`src/rtl/nfbia_pkg.sv`:
```
// ----------------------------------------------------------------------------
// nfbia_pkg: next-fit bitmap id allocator shared definitions
// Default sizes, status codes, register indexes and the command and status
// bundles between the controller and the datapath.
// ----------------------------------------------------------------------------
package nfbia_pkg;

   localparam int DEFAULT_MAX_IDS   = 1024;
   localparam int DEFAULT_WORD_BITS = 64;
   localparam int DEFAULT_USABLE    = 1000;

   // register index on the csr port
   localparam int CSR_USABLE_COUNT = 0;

   // request kinds
   localparam logic OP_ALLOC   = 1'b0;
   localparam logic OP_RELEASE = 1'b1;

   typedef enum logic [1:0] {
      STATUS_OK       = 2'd0,
      STATUS_FULL     = 2'd1,
      STATUS_RANGE    = 2'd2,
      STATUS_NOT_USED = 2'd3
   } status_type;

   // controller to datapath
   typedef struct packed {
      logic       clear;       // write one zero word of the clearing pass
      logic       load;        // capture the request fields
      logic       scan_init;   // set up the next-fit word scan
      logic       scan;        // advance the word scan
      logic       commit;      // write back the granted bit and answer
      logic       rel_commit;  // check and clear the released bit and answer
      logic       resp_err;    // answer with resp_code and no state change
      status_type resp_code;
   } nfbia_cmd_type;

   // datapath to controller
   typedef struct packed {
      logic clear_done;
      logic op_release;
      logic limit_zero;
      logic rid_oob;
      logic scan_hit;
      logic scan_full;
   } nfbia_stat_type;

endpackage

```
`src/rtl/nfbia_ram.sv`:
```
// ----------------------------------------------------------------------------
// nfbia_ram: generic single write port ram
// One write port and one read port, read data registered.
// ----------------------------------------------------------------------------
module nfbia_ram #(
   parameter int WIDTH = 64,
   parameter int DEPTH = 16
) (
   input  logic                                        clock,
   input  logic                                        wr_en,
   input  logic [((DEPTH > 1) ? $clog2(DEPTH) : 1)-1:0] wr_addr,
   input  logic [WIDTH-1:0]                            wr_data,
   input  logic [((DEPTH > 1) ? $clog2(DEPTH) : 1)-1:0] rd_addr,
   output logic [WIDTH-1:0]                            rd_data
);

   logic [WIDTH-1:0] mem_ff [DEPTH];
   logic [WIDTH-1:0] rd_data_ff;

   always_ff @(posedge clock) begin
      if (wr_en) begin
         mem_ff[wr_addr] <= wr_data;
      end
      rd_data_ff <= mem_ff[rd_addr];
   end

   assign rd_data = rd_data_ff;

endmodule

```
`src/rtl/nfbia_ctrl.sv`:
```
// ----------------------------------------------------------------------------
// nfbia_ctrl: allocator controller
// Sequences the clearing pass, request decode, word scan and write back.
// ----------------------------------------------------------------------------
module nfbia_ctrl
   import nfbia_pkg::*;
(
   input  logic           clock,
   input  logic           reset,
   input  logic           start,
   output logic           busy,
   input  nfbia_stat_type stat,
   output nfbia_cmd_type  cmd
);

   typedef enum logic [5:0] {
      ST_CLEAR     = 6'b000001,
      ST_IDLE      = 6'b000010,
      ST_DECODE    = 6'b000100,
      ST_SCAN      = 6'b001000,
      ST_COMMIT    = 6'b010000,
      ST_REL_CHECK = 6'b100000
   } state_type;

   state_type state_ff;
   state_type state_in;

   always_comb begin
      state_in      = state_ff;
      cmd           = '0;
      cmd.resp_code = STATUS_OK;
      case (state_ff)
         ST_CLEAR: begin
            cmd.clear = 1'b1;
            if (stat.clear_done) begin
               state_in = ST_IDLE;
            end
         end
         ST_IDLE: begin
            if (start) begin
               cmd.load = 1'b1;
               state_in = ST_DECODE;
            end
         end
         ST_DECODE: begin
            if (stat.op_release) begin
               if (stat.rid_oob) begin
                  cmd.resp_err  = 1'b1;
                  cmd.resp_code = STATUS_RANGE;
                  state_in      = ST_IDLE;
               end else begin
                  state_in = ST_REL_CHECK;
               end
            end else if (stat.limit_zero) begin
               cmd.resp_err  = 1'b1;
               cmd.resp_code = STATUS_FULL;
               state_in      = ST_IDLE;
            end else begin
               cmd.scan_init = 1'b1;
               state_in      = ST_SCAN;
            end
         end
         ST_SCAN: begin
            cmd.scan = 1'b1;
            if (stat.scan_hit) begin
               state_in = ST_COMMIT;
            end else if (stat.scan_full) begin
               cmd.resp_err  = 1'b1;
               cmd.resp_code = STATUS_FULL;
               state_in      = ST_IDLE;
            end
         end
         ST_COMMIT: begin
            cmd.commit = 1'b1;
            state_in   = ST_IDLE;
         end
         ST_REL_CHECK: begin
            cmd.rel_commit = 1'b1;
            state_in       = ST_IDLE;
         end
         default: begin
            state_in = ST_IDLE;
         end
      endcase
   end

   always_ff @(posedge clock) begin
      if (reset) begin
         state_ff <= ST_CLEAR;
      end else begin
         state_ff <= state_in;
      end
   end

   assign busy = (state_ff != ST_IDLE);

endmodule

```
`src/rtl/nfbia_datapath.sv`:
```
// ----------------------------------------------------------------------------
// nfbia_datapath: allocator datapath
// Holds the counters, the pipelined word scan, the bit update and the
// result registers; the bitmap itself lives in an external ram.
// ----------------------------------------------------------------------------
module nfbia_datapath
   import nfbia_pkg::*;
#(
   parameter int MAX_IDS   = DEFAULT_MAX_IDS,
   parameter int WORD_BITS = DEFAULT_WORD_BITS
) (
   input  logic                      clock,
   input  logic                      reset,
   input  nfbia_cmd_type             cmd,
   output nfbia_stat_type            stat,
   input  logic                      req_op,
   input  logic [$clog2(MAX_IDS)-1:0] req_release_id,
   input  logic [$clog2(MAX_IDS):0]   usable_count,
   output logic                      ram_wr_en,
   output logic [((MAX_IDS / WORD_BITS > 1) ? $clog2(MAX_IDS / WORD_BITS) : 1)-1:0]
                                     ram_wr_addr,
   output logic [WORD_BITS-1:0]      ram_wr_data,
   output logic [((MAX_IDS / WORD_BITS > 1) ? $clog2(MAX_IDS / WORD_BITS) : 1)-1:0]
                                     ram_rd_addr,
   input  logic [WORD_BITS-1:0]      ram_rd_data,
   output logic                      rsp_strobe,
   output logic [1:0]                rsp_status,
   output logic [$clog2(MAX_IDS)-1:0] rsp_granted_id,
   output logic [$clog2(MAX_IDS):0]   rsp_in_use
);

   localparam int MAP_WORDS = MAX_IDS / WORD_BITS;
   localparam int WADDR_W   = (MAP_WORDS > 1) ? $clog2(MAP_WORDS) : 1;
   localparam int BIT_W     = $clog2(WORD_BITS);
   localparam int ID_W      = $clog2(MAX_IDS);
   localparam int CNT_W     = ID_W + 1;

   function automatic logic [BIT_W-1:0] first_one(input logic [WORD_BITS-1:0] v);
      logic [BIT_W-1:0] idx;
      idx = '0;
      for (int i = WORD_BITS - 1; i >= 0; i--) begin
         if (v[i]) begin
            idx = BIT_W'(i);
         end
      end
      return idx;
   endfunction

   // request
   logic             op_ff, op_in;
   logic [ID_W-1:0]  rid_ff, rid_in;

   // allocator state
   logic [CNT_W-1:0] used_total_ff, used_total_in;
   logic [CNT_W-1:0] search_start_ff, search_start_in;
   logic [WADDR_W-1:0] clr_addr_ff, clr_addr_in;

   // scan pipeline
   logic [WADDR_W-1:0] iss_addr_ff, iss_addr_in;
   logic               iss_active_ff, iss_active_in;
   logic               iss_first_ff, iss_first_in;
   logic               pass2_ff, pass2_in;
   logic [WADDR_W-1:0] end_addr_ff, end_addr_in;
   logic               chk_valid_ff, chk_valid_in;
   logic [WADDR_W-1:0] chk_addr_ff, chk_addr_in;
   logic               chk_first_ff, chk_first_in;
   logic               chk_last_ff, chk_last_in;

   // granted bit, held for write back
   logic [WADDR_W-1:0]   wr_addr_ff, wr_addr_in;
   logic [WORD_BITS-1:0] wr_word_ff, wr_word_in;
   logic [ID_W-1:0]      found_id_ff, found_id_in;

   // result
   logic             rsp_strobe_ff, rsp_strobe_in;
   status_type       rsp_status_ff, rsp_status_in;
   logic [ID_W-1:0]  rsp_id_ff, rsp_id_in;
   logic [CNT_W-1:0] rsp_in_use_ff, rsp_in_use_in;

   // derived values
   logic [CNT_W-1:0]     limit;
   logic [ID_W-1:0]      last_id;
   logic [WADDR_W-1:0]   last_word;
   logic [BIT_W-1:0]     last_bit;
   logic                 start_oob;
   logic [WADDR_W-1:0]   start_word;
   logic [BIT_W-1:0]     start_bit;
   logic [WADDR_W-1:0]   rid_word;
   logic [BIT_W-1:0]     rid_bit;
   logic [WORD_BITS-1:0] rid_mask;
   logic [WORD_BITS-1:0] hi_mask;
   logic [WORD_BITS-1:0] lo_mask;
   logic [WORD_BITS-1:0] free_bits;
   logic [BIT_W-1:0]     free_idx;
   logic                 any_free;
   logic                 hit;
   logic                 miss_last;

   always_comb begin
      limit = (usable_count > CNT_W'(MAX_IDS)) ? CNT_W'(MAX_IDS) : usable_count;
      last_id    = ID_W'(limit - CNT_W'(1));
      last_word  = WADDR_W'(last_id >> BIT_W);
      last_bit   = last_id[BIT_W-1:0];
      start_oob  = (search_start_ff >= limit);
      start_word = WADDR_W'(search_start_ff[ID_W-1:0] >> BIT_W);
      start_bit  = search_start_ff[BIT_W-1:0];
      rid_word   = WADDR_W'(rid_ff >> BIT_W);
      rid_bit    = rid_ff[BIT_W-1:0];
      rid_mask   = WORD_BITS'(1) << rid_bit;

      // bits past the usable range and below the pointer count as used
      hi_mask   = (chk_addr_ff == last_word) ?
                  ({WORD_BITS{1'b1}} >> (BIT_W'(WORD_BITS - 1) - last_bit)) :
                  {WORD_BITS{1'b1}};
      lo_mask   = chk_first_ff ? ({WORD_BITS{1'b1}} << start_bit) : {WORD_BITS{1'b1}};
      free_bits = ~ram_rd_data & hi_mask & lo_mask;
      any_free  = |free_bits;
      free_idx  = first_one(free_bits);
      hit       = cmd.scan && chk_valid_ff && any_free;
      miss_last = cmd.scan && chk_valid_ff && !any_free && chk_last_ff;
   end

   always_comb begin
      stat.clear_done = (clr_addr_ff == WADDR_W'(MAP_WORDS - 1));
      stat.op_release = (op_ff == OP_RELEASE);
      stat.limit_zero = (limit == '0);
      stat.rid_oob    = ({1'b0, rid_ff} >= limit);
      stat.scan_hit   = hit;
      stat.scan_full  = miss_last && pass2_ff;
   end

   always_comb begin
      op_in           = op_ff;
      rid_in          = rid_ff;
      used_total_in   = used_total_ff;
      search_start_in = search_start_ff;
      clr_addr_in     = clr_addr_ff;
      iss_addr_in     = iss_addr_ff;
      iss_active_in   = iss_active_ff;
      iss_first_in    = iss_first_ff;
      pass2_in        = pass2_ff;
      end_addr_in     = end_addr_ff;
      chk_valid_in    = chk_valid_ff;
      chk_addr_in     = chk_addr_ff;
      chk_first_in    = chk_first_ff;
      chk_last_in     = chk_last_ff;
      wr_addr_in      = wr_addr_ff;
      wr_word_in      = wr_word_ff;
      found_id_in     = found_id_ff;
      rsp_strobe_in   = 1'b0;
      rsp_status_in   = rsp_status_ff;
      rsp_id_in       = rsp_id_ff;
      rsp_in_use_in   = rsp_in_use_ff;
      ram_wr_en       = 1'b0;
      ram_wr_addr     = clr_addr_ff;
      ram_wr_data     = '0;
      ram_rd_addr     = cmd.scan ? iss_addr_ff : rid_word;

      if (cmd.clear) begin
         ram_wr_en   = 1'b1;
         clr_addr_in = clr_addr_ff + WADDR_W'(1);
      end

      if (cmd.load) begin
         op_in  = req_op;
         rid_in = req_release_id;
      end

      if (cmd.scan_init) begin
         iss_active_in = 1'b1;
         end_addr_in   = last_word;
         chk_valid_in  = 1'b0;
         if (start_oob) begin
            pass2_in     = 1'b1;
            iss_addr_in  = '0;
            iss_first_in = 1'b0;
         end else begin
            pass2_in     = 1'b0;
            iss_addr_in  = start_word;
            iss_first_in = 1'b1;
         end
      end

      if (cmd.scan) begin
         // issue the next word read while the previous word is checked
         chk_valid_in = iss_active_ff;
         chk_addr_in  = iss_addr_ff;
         chk_first_in = iss_first_ff;
         chk_last_in  = (iss_addr_ff == end_addr_ff);
         if (iss_active_ff) begin
            iss_addr_in   = iss_addr_ff + WADDR_W'(1);
            iss_active_in = (iss_addr_ff != end_addr_ff);
            iss_first_in  = 1'b0;
         end
         if (hit) begin
            wr_addr_in  = chk_addr_ff;
            wr_word_in  = ram_rd_data | (WORD_BITS'(1) << free_idx);
            found_id_in = (ID_W'(chk_addr_ff) << BIT_W) | ID_W'(free_idx);
         end else if (miss_last && !pass2_ff) begin
            // wrap: search again from id zero up to the pointer word
            pass2_in      = 1'b1;
            iss_addr_in   = '0;
            end_addr_in   = start_word;
            iss_active_in = 1'b1;
            iss_first_in  = 1'b0;
            chk_valid_in  = 1'b0;
         end
      end

      if (cmd.commit) begin
         ram_wr_en       = 1'b1;
         ram_wr_addr     = wr_addr_ff;
         ram_wr_data     = wr_word_ff;
         used_total_in   = used_total_ff + CNT_W'(1);
         search_start_in = CNT_W'(found_id_ff) + CNT_W'(1);
         rsp_strobe_in   = 1'b1;
         rsp_status_in   = STATUS_OK;
         rsp_id_in       = found_id_ff;
         rsp_in_use_in   = used_total_ff + CNT_W'(1);
      end

      if (cmd.rel_commit) begin
         rsp_strobe_in = 1'b1;
         rsp_id_in     = '0;
         if ((ram_rd_data & rid_mask) != '0) begin
            ram_wr_en   = 1'b1;
            ram_wr_addr = rid_word;
            ram_wr_data = ram_rd_data & ~rid_mask;
            if (used_total_ff != '0) begin
               used_total_in = used_total_ff - CNT_W'(1);
            end
            rsp_status_in = STATUS_OK;
            rsp_in_use_in = used_total_in;
         end else begin
            rsp_status_in = STATUS_NOT_USED;
            rsp_in_use_in = used_total_ff;
         end
      end

      if (cmd.resp_err) begin
         rsp_strobe_in = 1'b1;
         rsp_status_in = cmd.resp_code;
         rsp_id_in     = '0;
         rsp_in_use_in = used_total_ff;
      end
   end

   always_ff @(posedge clock) begin
      if (reset) begin
         used_total_ff   <= '0;
         search_start_ff <= '0;
         clr_addr_ff     <= '0;
         iss_active_ff   <= 1'b0;
         iss_first_ff    <= 1'b0;
         pass2_ff        <= 1'b0;
         chk_valid_ff    <= 1'b0;
         rsp_strobe_ff   <= 1'b0;
      end else begin
         used_total_ff   <= used_total_in;
         search_start_ff <= search_start_in;
         clr_addr_ff     <= clr_addr_in;
         iss_active_ff   <= iss_active_in;
         iss_first_ff    <= iss_first_in;
         pass2_ff        <= pass2_in;
         chk_valid_ff    <= chk_valid_in;
         rsp_strobe_ff   <= rsp_strobe_in;
      end
   end

   always_ff @(posedge clock) begin
      op_ff         <= op_in;
      rid_ff        <= rid_in;
      iss_addr_ff   <= iss_addr_in;
      end_addr_ff   <= end_addr_in;
      chk_addr_ff   <= chk_addr_in;
      chk_first_ff  <= chk_first_in;
      chk_last_ff   <= chk_last_in;
      wr_addr_ff    <= wr_addr_in;
      wr_word_ff    <= wr_word_in;
      found_id_ff   <= found_id_in;
      rsp_status_ff <= rsp_status_in;
      rsp_id_ff     <= rsp_id_in;
      rsp_in_use_ff <= rsp_in_use_in;
   end

   assign rsp_strobe     = rsp_strobe_ff;
   assign rsp_status     = rsp_status_ff;
   assign rsp_granted_id = rsp_id_ff;
   assign rsp_in_use     = rsp_in_use_ff;

endmodule

```
`src/rtl/next_fit_bitmap_id_allocator.sv`:
```
// ----------------------------------------------------------------------------
// next_fit_bitmap_id_allocator: next-fit bitmap id allocator
// Hands out and takes back ids kept as one used bit each in a word-wide
// bitmap ram, searching next-fit from a rotating pointer.
// ----------------------------------------------------------------------------
// A request is taken when start is high and busy is low; every request
// gives exactly one result, shown for one cycle with rsp_strobe high, and
// the receiver cannot stall it. After reset the block runs a clearing pass
// that writes all MAX_IDS/WORD_BITS bitmap words (16 at the default sizes),
// one per cycle, with busy high. An allocate scans the bitmap next-fit
// from the pointer word, wrapping to id zero when no free id lies above
// the pointer; the word scan reads one ram word per cycle, and at most
// 17 words are checked at the default sizes. A release reads the word of
// its id and clears the bit if it is set; a request rejected on range or
// an empty usable range is answered from the decode state. The next request can be
// taken in the cycle its predecessor's result is shown. The user must write
// usable_count over the csr port only while busy is low and no result is
// pending; the block itself does not enforce it.
// ----------------------------------------------------------------------------
module next_fit_bitmap_id_allocator
   import nfbia_pkg::*;
#(
   parameter int MAX_IDS   = DEFAULT_MAX_IDS,
   parameter int WORD_BITS = DEFAULT_WORD_BITS
) (
   input  logic                       clock,
   input  logic                       reset,
   // request channel
   input  logic                       start,
   output logic                       busy,
   input  logic                       req_op,
   input  logic [$clog2(MAX_IDS)-1:0] req_release_id,
   // result channel
   output logic                       rsp_strobe,
   output logic [1:0]                 rsp_status,
   output logic [$clog2(MAX_IDS)-1:0] rsp_granted_id,
   output logic [$clog2(MAX_IDS):0]   rsp_in_use,
   // csr port
   input  logic                       psel,
   input  logic                       penable,
   input  logic                       pwrite,
   input  logic [2:0]                 paddr,
   input  logic [31:0]                pwdata,
   output logic [31:0]                prdata,
   output logic                       pready
);

   localparam int MAP_WORDS = MAX_IDS / WORD_BITS;
   localparam int WADDR_W   = (MAP_WORDS > 1) ? $clog2(MAP_WORDS) : 1;
   localparam int CNT_W     = $clog2(MAX_IDS) + 1;

   nfbia_cmd_type  cmd;
   nfbia_stat_type stat;

   // csr register: number of usable ids
   logic [CNT_W-1:0] usable_count_ff, usable_count_in;
   logic             csr_write;
   logic             csr_hit;

   // bitmap ram
   logic                 ram_wr_en;
   logic [WADDR_W-1:0]   ram_wr_addr;
   logic [WORD_BITS-1:0] ram_wr_data;
   logic [WADDR_W-1:0]   ram_rd_addr;
   logic [WORD_BITS-1:0] ram_rd_data;

   // register index sits at byte address bit 2
   assign csr_hit   = (paddr[2:2] == 1'(CSR_USABLE_COUNT));
   assign csr_write = psel && penable && pwrite && csr_hit;
   assign pready    = 1'b1;

   always_comb begin
      usable_count_in = usable_count_ff;
      if (csr_write) begin
         usable_count_in = pwdata[CNT_W-1:0];
      end
   end

   always_ff @(posedge clock) begin
      if (reset) begin
         usable_count_ff <= CNT_W'(DEFAULT_USABLE);
      end else begin
         usable_count_ff <= usable_count_in;
      end
   end

   // reads outside the register list return zero
   assign prdata = csr_hit ? 32'(usable_count_ff) : 32'd0;

   nfbia_ctrl u_ctrl (
      .clock (clock),
      .reset (reset),
      .start (start),
      .busy  (busy),
      .stat  (stat),
      .cmd   (cmd)
   );

   nfbia_datapath #(
      .MAX_IDS   (MAX_IDS),
      .WORD_BITS (WORD_BITS)
   ) u_datapath (
      .clock          (clock),
      .reset          (reset),
      .cmd            (cmd),
      .stat           (stat),
      .req_op         (req_op),
      .req_release_id (req_release_id),
      .usable_count   (usable_count_ff),
      .ram_wr_en      (ram_wr_en),
      .ram_wr_addr    (ram_wr_addr),
      .ram_wr_data    (ram_wr_data),
      .ram_rd_addr    (ram_rd_addr),
      .ram_rd_data    (ram_rd_data),
      .rsp_strobe     (rsp_strobe),
      .rsp_status     (rsp_status),
      .rsp_granted_id (rsp_granted_id),
      .rsp_in_use     (rsp_in_use)
   );

   // used-id bitmap, one word per row
   nfbia_ram #(
      .WIDTH (WORD_BITS),
      .DEPTH (MAP_WORDS)
   ) u_map_ram (
      .clock   (clock),
      .wr_en   (ram_wr_en),
      .wr_addr (ram_wr_addr),
      .wr_data (ram_wr_data),
      .rd_addr (ram_rd_addr),
      .rd_data (ram_rd_data)
   );

endmodule

```
`config.mk`:
```
export PLATFORM = sky130hd
export DESIGN_NAME = next_fit_bitmap_id_allocator
export DESIGN_NICKNAME = d
export VERILOG_FILES = /design/src/rtl/nfbia_pkg.sv /design/src/rtl/nfbia_ram.sv /design/src/rtl/nfbia_ctrl.sv /design/src/rtl/nfbia_datapath.sv /design/src/rtl/next_fit_bitmap_id_allocator.sv
export SDC_FILE = /design/constraint.sdc
export NUM_CORES = 2
export LEC_CHECK = 0
export BUFFER_PORTS_ARGS = -buffer_cell sky130_fd_sc_hd__buf_2
export CAP_MARGIN = 20
export CORE_MARGIN = 2
export CORE_UTILIZATION = 30
export DETAILED_ROUTE_END_ITERATION = 10
export GPL_ROUTABILITY_DRIVEN = 0
export PLACE_DENSITY = 0.44
export SYNTH_ARGS = -nofsm -noshare
export SYNTH_HDL_FRONTEND = slang
export SYNTH_HIERARCHICAL = 1
export SYNTH_SLANG_ARGS = --single-unit
```
`constraint.sdc`:
```
create_clock -name clock -period 11.4 [get_ports clock]
set_input_delay 2.28 -clock clock [delete_from_list [all_inputs] [get_ports clock]]
set_output_delay 2.28 -clock clock [all_outputs]
set_load 0.005 [all_outputs]
```
==> Word level (Yosys, flattened, before mapping) <==
Memories as Yosys holds them, arrays and structs flattened. A register that Yosys moved wholly into a read port is not among the register bits.
Index checks and enable logic that the tools add are counted.
{ "totals": {"register_bits": 174, "ram_bits": 1024, "in_bits": 52, "output_inout_bits": 58, "elab_cells": 230, "memories": 1} }
{ "op_classes": {"add_sub_neg": 7, "magnitude_cmp": 3, "eq_ne": 14, "shifts": 4, "n_mux": 149, "n_bitwise": 9, "n_reduce_logical": 20} }
{ "mem_list": {"columns": ["name", "depth", "width", "read_ports", "rd_clocked_by_memory_dff", "wr", "line", "text"], "rows": [
  ["u_map_ram.mem_ff", 16, 64, 1, 1, 1, "nfbia_ram.sv:17", "logic [WIDTH-1:0] mem_ff [DEPTH];"]
]} }
{ "ops": {"columns": ["operator", "n"], "rows": [
  ["$mux 6", 70],
  ["$mux 64", 5],
  ["$and 64x64->64", 4],
  ["$not 64->64", 2],
  ["$shl 1x6->64 const A", 2],
  ["$mux 11", 10],
  ["$or 64x64->64", 1],
  ["$reduce_bool 64->1", 1],
  ["$reduce_or 64->1", 1],
  ["$shl 64x6->64 const A", 1],
  ["$shr 64x6->64 const A", 1],
  ["$mux 4", 15],
  ["$mux 1", 38],
  ["$pmux 6 s4", 1],
  ["$mux 3", 5],
  ["$add 10x1->11 const B", 1],
  ["$add 11x1->11 const B", 1],
  ["$ge 10x11->1", 1],
  ["$ge 11x11->1", 1],
  ["$gt 11x11->1 const B", 1],
  ["$logic_not 11->1", 1],
  ["$reduce_bool 11->1", 1],
  ["$sub 11x1->11 const B", 1],
  ["$or 10x6->10", 1],
  ["25 further kinds", 40]
]} }

==> Depth between registers and ports, before layout <==
{ "depth": {"depth_word": 74, "depth_mapped": 24, "ltp_nobuf": 22} }

==> Hierarchy <==
The synthesis kept the hierarchy.
{ "modules_own_cells": {"columns": ["mod", "n_inst", "cells_each", "area_per_inst_um2", "seq_area_each_um2"], "rows": [
  ["nfbia_ram", 1, 1647, 39581.7, 32030.7],
  ["nfbia_datapath", 1, 1650, 13222.7, 4103.9],
  ["next_fit_bitmap_id_allocator", 1, 84, 726.9, 220.2],
  ["nfbia_ctrl", 1, 46, 394.1, 120.1]
]} }

==> Worst setup path before layout <==
OpenSTA, ideal clock, no wires.
{ "synth_timing": {"path_kind": "flip-flop to flip-flop", "startpoint": "reg u_datapath.rid_ff[5]", "endpoint": "mem u_map_ram.mem_ff[0][0] (enable)", "setup_time_ns": 0.565, "arrival_ns": 8.124, "required_time_ns": 10.835, "slack_ns": 2.711, "stages_incl_launch_ff": 15, "n_path_buf": 4, "cell_sequence": "edfxtp_1 > clkbuf_1 > and2_1 > a22o_1 > a222oi_1 > a21oi_1 > a311o_1 > a211oi_1 > nand2b_1 > clkbuf_1 > clkbuf_1 > clkbuf_1 > a21oi_1 > or3b_2 > nor3_1"} }
{ "synth_between": {"word_cells_on_any_way": 9} }
{ "synth_lines": {"columns": ["item", "line", "text"], "rows": [
  ["from (decl)", "nfbia_datapath.sv:51", "logic [ID_W-1:0] rid_ff, rid_in;"],
  ["from (signal assigned)", "nfbia_datapath.sv:272", "rid_ff <= rid_in;"],
  ["$shl 1x6->64", "nfbia_datapath.sv:109", "rid_mask = WORD_BITS'(1) << rid_bit;"],
  ["$and 64x64->64", "nfbia_datapath.sv:225", "if ((ram_rd_data & rid_mask) != '0) begin"],
  ["$reduce_bool 64->1", "nfbia_datapath.sv:225", null],
  ["$mux 4", "nfbia_datapath.sv:225", null],
  ["$mux 4", "nfbia_datapath.sv:222", "if (cmd.rel_commit) begin"],
  ["via ram_wr_addr[2]", "next_fit_bitmap_id_allocator.sv:62", "logic [WADDR_W-1:0] ram_wr_addr;"],
  ["to (decl)", "nfbia_ram.sv:17", null]
]} }
The timed path passes the listed nets, and every way through them passes these cells.

==> results.yml <==
outcome:
  status: "finished clean"
layout:
  layout_common_cells: "edfxtp_1 (1,128), mux4_2 (257), nand2_1 (187), o21ai_0 (164), nor2_1 (155)"
  final_cells: 6035
  final_common_cell: "edfxtp_1"
  layout.nets: 3642
  nFillCells: 17039
  final_util_pct: 34.77
  diodes: 0
  drive_above_1_share_pct: 20.49
  area_growth_pct: 15.17
clock_tree:
  clk_pin_slew_ns: 0.06
  root_buffer: "clkbuf_16"
  cts.sinks: 1258
  htree_levels: 4
  postCtsHoldBufs: 0
  cts_setup_buffers: 0
  cts_max_path_buffers: 3
  postCtsResizedCells: 0
  cts_buffers: 142
  cts_tree: "yes"
  clk-insertion-delay-late_ns: 0.80
grt:
  grt_pass1_wl_mm: 236.5
  grt_util_all_layers_pct: 17.54
  grt_overflow: 0
  antenna_found_initial: 5
  grt_pass1_vias: 32279
  grt_max_degree: 117
detailed_routing:
  initialDrtViolationCount: 3470
  drt-total-wl_mm: 163.8
  viasPerCell: 5.383
  vias: 32489
  drc: 0
  drtAntennaViolNets: 0
  detail_route.first_pass.iterations: 5
  routedWlPerCell_um: 27.14
power:
  powerDensity_mw_per_mm2: 166.5
  p_int_uw: 7990
  p_sw_share_pct: 22.73
  ir_worst_vdd_mv: 0.1134
  clkPwrFrac_pct: 44.0
  leakage_uw: 0.01886
  seqPwrFrac_pct: 51.2
  p_switching_uw: 2351
  p_comb_share_pct: 4.8
logic_synthesis:
  synth_xor_area_share_pct: 0.5197
  synth.distinct_cells: 110
  synth_top_family_by_area: "multiplexers"
  synth_top_area_cell: "edfxtp_1"
  synthCells: 3427
  synth_compound_area_share_pct: 9.989
  avgSynthCellArea_sq_um: 15.74
  yosysTopAreaCellShare_pct: 62.81
  synth_fa_ha_area_share_pct: 0.6729
  synth-edff-count: 1128
  synth_area_leaders: "edfxtp_1 (63%), mux4_2 (11%), dfxtp_1 (4.8%)"
  synthMuxAreaShare_pct: 11.63
  ys_ff_latch: 1258
  synth_ff_type: "edfxtp_1"
  synth_area_sq_mm: 0.05393
  synth-simple-area-share_pct: 7.030
  ys_seq_area_share_pct: 67.64
  ys_warn_count: 6
  async_flop_share_pct: 0
worst_setup_path:
  cp_data_required_time_ns: 11.90
  reg2reg_slack_ns: 3.95
  critPathCaptureType: "flop"
  arrival_ns: 7.95
  worstPathCellList: "inv_1 > nand2_1 > ha_1 > nor3b_1 > a21oi_1 > a311oi_1 > a22oi_1 > a21oi_4 > buf_4 > a31oi_1 > or3b_2 > nor4_4 > nand3b_2 > nor3_1 > o2bb2ai_1 > buf_4 > inv_1 > nand2_1 > a31oi_1 > xnor2_1"
  ff2ff_path_depth: 20
  startpoint_type: "flop"
  crit_path_max_fanout: 44
  r2r_start: "usable_count_ff[10]$_SDFFE_PP0P_"
  crit_type: "flop to flop"
  critPathMaxStageDelay_ns: 0.87
  r2r-end: "u_datapath/rsp_in_use[0]$_DFFE_PP_"
  cp_slowest_cell: "dfxtp_1"
  startpoint: "usable_count_ff[10]$_SDFFE_PP0P_"
  worstSetupEndpoint: "u_datapath/rsp_in_use[0]$_DFFE_PP_"
timing:
  max_freq_mhz: 134.2
  hold_viol_final: 0
  max_slew_margin_pct: 29.25
  period_needed_ns: 7.450
  tightest_slew_ns: 1.054
  rsz0062_at_grt: "false"
  min_period_over_period_pct: 65.36
  finalClockSkew_ns: 0.07158
  layout_setup_ws_ns: 3.950
  tns_ns: 0
  drv_slew: 0
  timing.hold.ws_ns: 0.4460
  finalSetupViolCount: 0
die:
  start_util_pct: 30.19
  io_pins: 110
  die_h_um: 428.0
  fp.dieArea_sq_mm: 0.1832
  coreArea_sq_mm: 0.1786
  die_w_um: 428.0
  core.rowCount: 155
place:
  hpwl_mm: 99.12
  dp.cells: 5760
  preCtsSetupSlack_ns: 3.969
  portBuffers: 64
min_path:
  hp-class: "flop to flop"
flow_run:
  cap_viol_max_count: 0
## flip-flops by register name (all words and copies together) (netlist names), 10 cells and up
name                        cells
u_map_ram/mem_ff             1024
u_datapath/used_total_ff       11
u_datapath/rsp_granted_id      10
u_map_ram/rd_data              64
u_datapath/rsp_in_use          11
u_datapath/search_start_ff     11
u_datapath/rid_ff              10
usable_count_ff                11
u_datapath/wr_word_ff          64
## cell usage after synthesis (20+ instances only)
library cell / instances
a211oi_1: 23
a21o_1: 51
a21oi_1: 103
a22oi_1: 138
a31oi_1: 23
buf_1: 21
buf_2: 22
buf_4: 34
clkbuf_1: 139
dfxtp_1: 130
edfxtp_1: 1128
ha_1: 29
inv_1: 40
mux2i_1: 37
mux4_2: 257
nand2_1: 187
nand2b_1: 33
nand3_1: 114
nor2_1: 169
nor2b_1: 37
nor3_1: 43
o21ai_0: 197
xnor2_1: 20
## power by group through the flow
| stage | logic (uW) | clock network, uW | registers, uW |
|---|---|---|---|
| floorplan | 290 | 0 | 5380 |
| global placement | 500 | 0 | 5390 |
| detailed placement | 502 | 0 | 5400 |
| CTS | 503 | 4670 | 5300 |
| global route | 529 | 4840 | 5320 |
| finish | 492 | 4550 | 5300 |
## per-stage QoR
step,power (uW),cell area [sq um]
6_report,10340,62110
5_1_grt,10680,62110
4_1_cts,10470,62020
3_5_place_dp,5897,57320
3_3_place_gp,5892,57210
2_1_floorplan,5667,54000
## worst min path at each step
stage | from | cells past startpoint | slack (ns) | to
2_1_floorplan | u_datapath/iss_first_ff$_SDFF_PP0_ | 0 | 0.41 | u_datapath/chk_first_ff$_DFFE_PP_
3_3_place_gp | u_datapath/iss_first_ff$_SDFF_PP0_ | 0 | 0.42 | u_datapath/chk_first_ff$_DFFE_PP_
3_5_place_dp | u_datapath/iss_first_ff$_SDFF_PP0_ | 0 | 0.43 | u_datapath/chk_first_ff$_DFFE_PP_
4_1_cts | u_datapath/iss_first_ff$_SDFF_PP0_ | 0 | 0.44 | u_datapath/chk_first_ff$_DFFE_PP_
5_1_grt | u_datapath/iss_first_ff$_SDFF_PP0_ | 0 | 0.46 | u_datapath/chk_first_ff$_DFFE_PP_
6_report | u_datapath/iss_first_ff$_SDFF_PP0_ | 0 | 0.45 | u_datapath/chk_first_ff$_DFFE_PP_
## layout make-up
class / count / area [sq um] / share of cell area, %
clock buffer: 195 / 3862 / 6.219
clock inverter: 68 / 829.5 / 1.336
inverter: 42 / 157.7 / 0.2538
multi-input combinational: 1911 / 16370 / 26.36
sequential: 1258 / 36480 / 58.73
tap: 2355 / 2947 / 4.744
timing repair buffer: 206 / 1466 / 2.361
## worst max-delay path, delay by kind of cell, from the launching register on
family                     cells  cell delay [ns]
DFF                            1             0.87
AOI/OAI and AO/OA              7             1.60
xor gates and xnor gates       1             0.16
buffers and inverters          4             1.29
and+or+nand+nor                7             2.70
adders and majority gates      1             0.57
## logic make-up (layout without fill, tap and decap cells)
group                      after synthesis  count (layout)
and+or+nand+nor                        739             739
adders and majority gates               29              29
AOI/OAI and AO/OA                      785             785
buffers and inverters                  278             511
muxes                                  304             304
xor gates and xnor gates                32              32
other                                    2              22
DFF                                   1258            1258
## per-layer routing
metal	part of all wire, %	wire (um)	GRT usage [%]	vias to the layer above
met5	0	0	0	-
met4	3.4	5492	6.354	0
met3	5.7	9255	2.770	270
met2	45	74240	26.95	1133
met1	46	74790	25.07	17031
li1	-	-	-	14055
(Power assumes the default switching activity.)
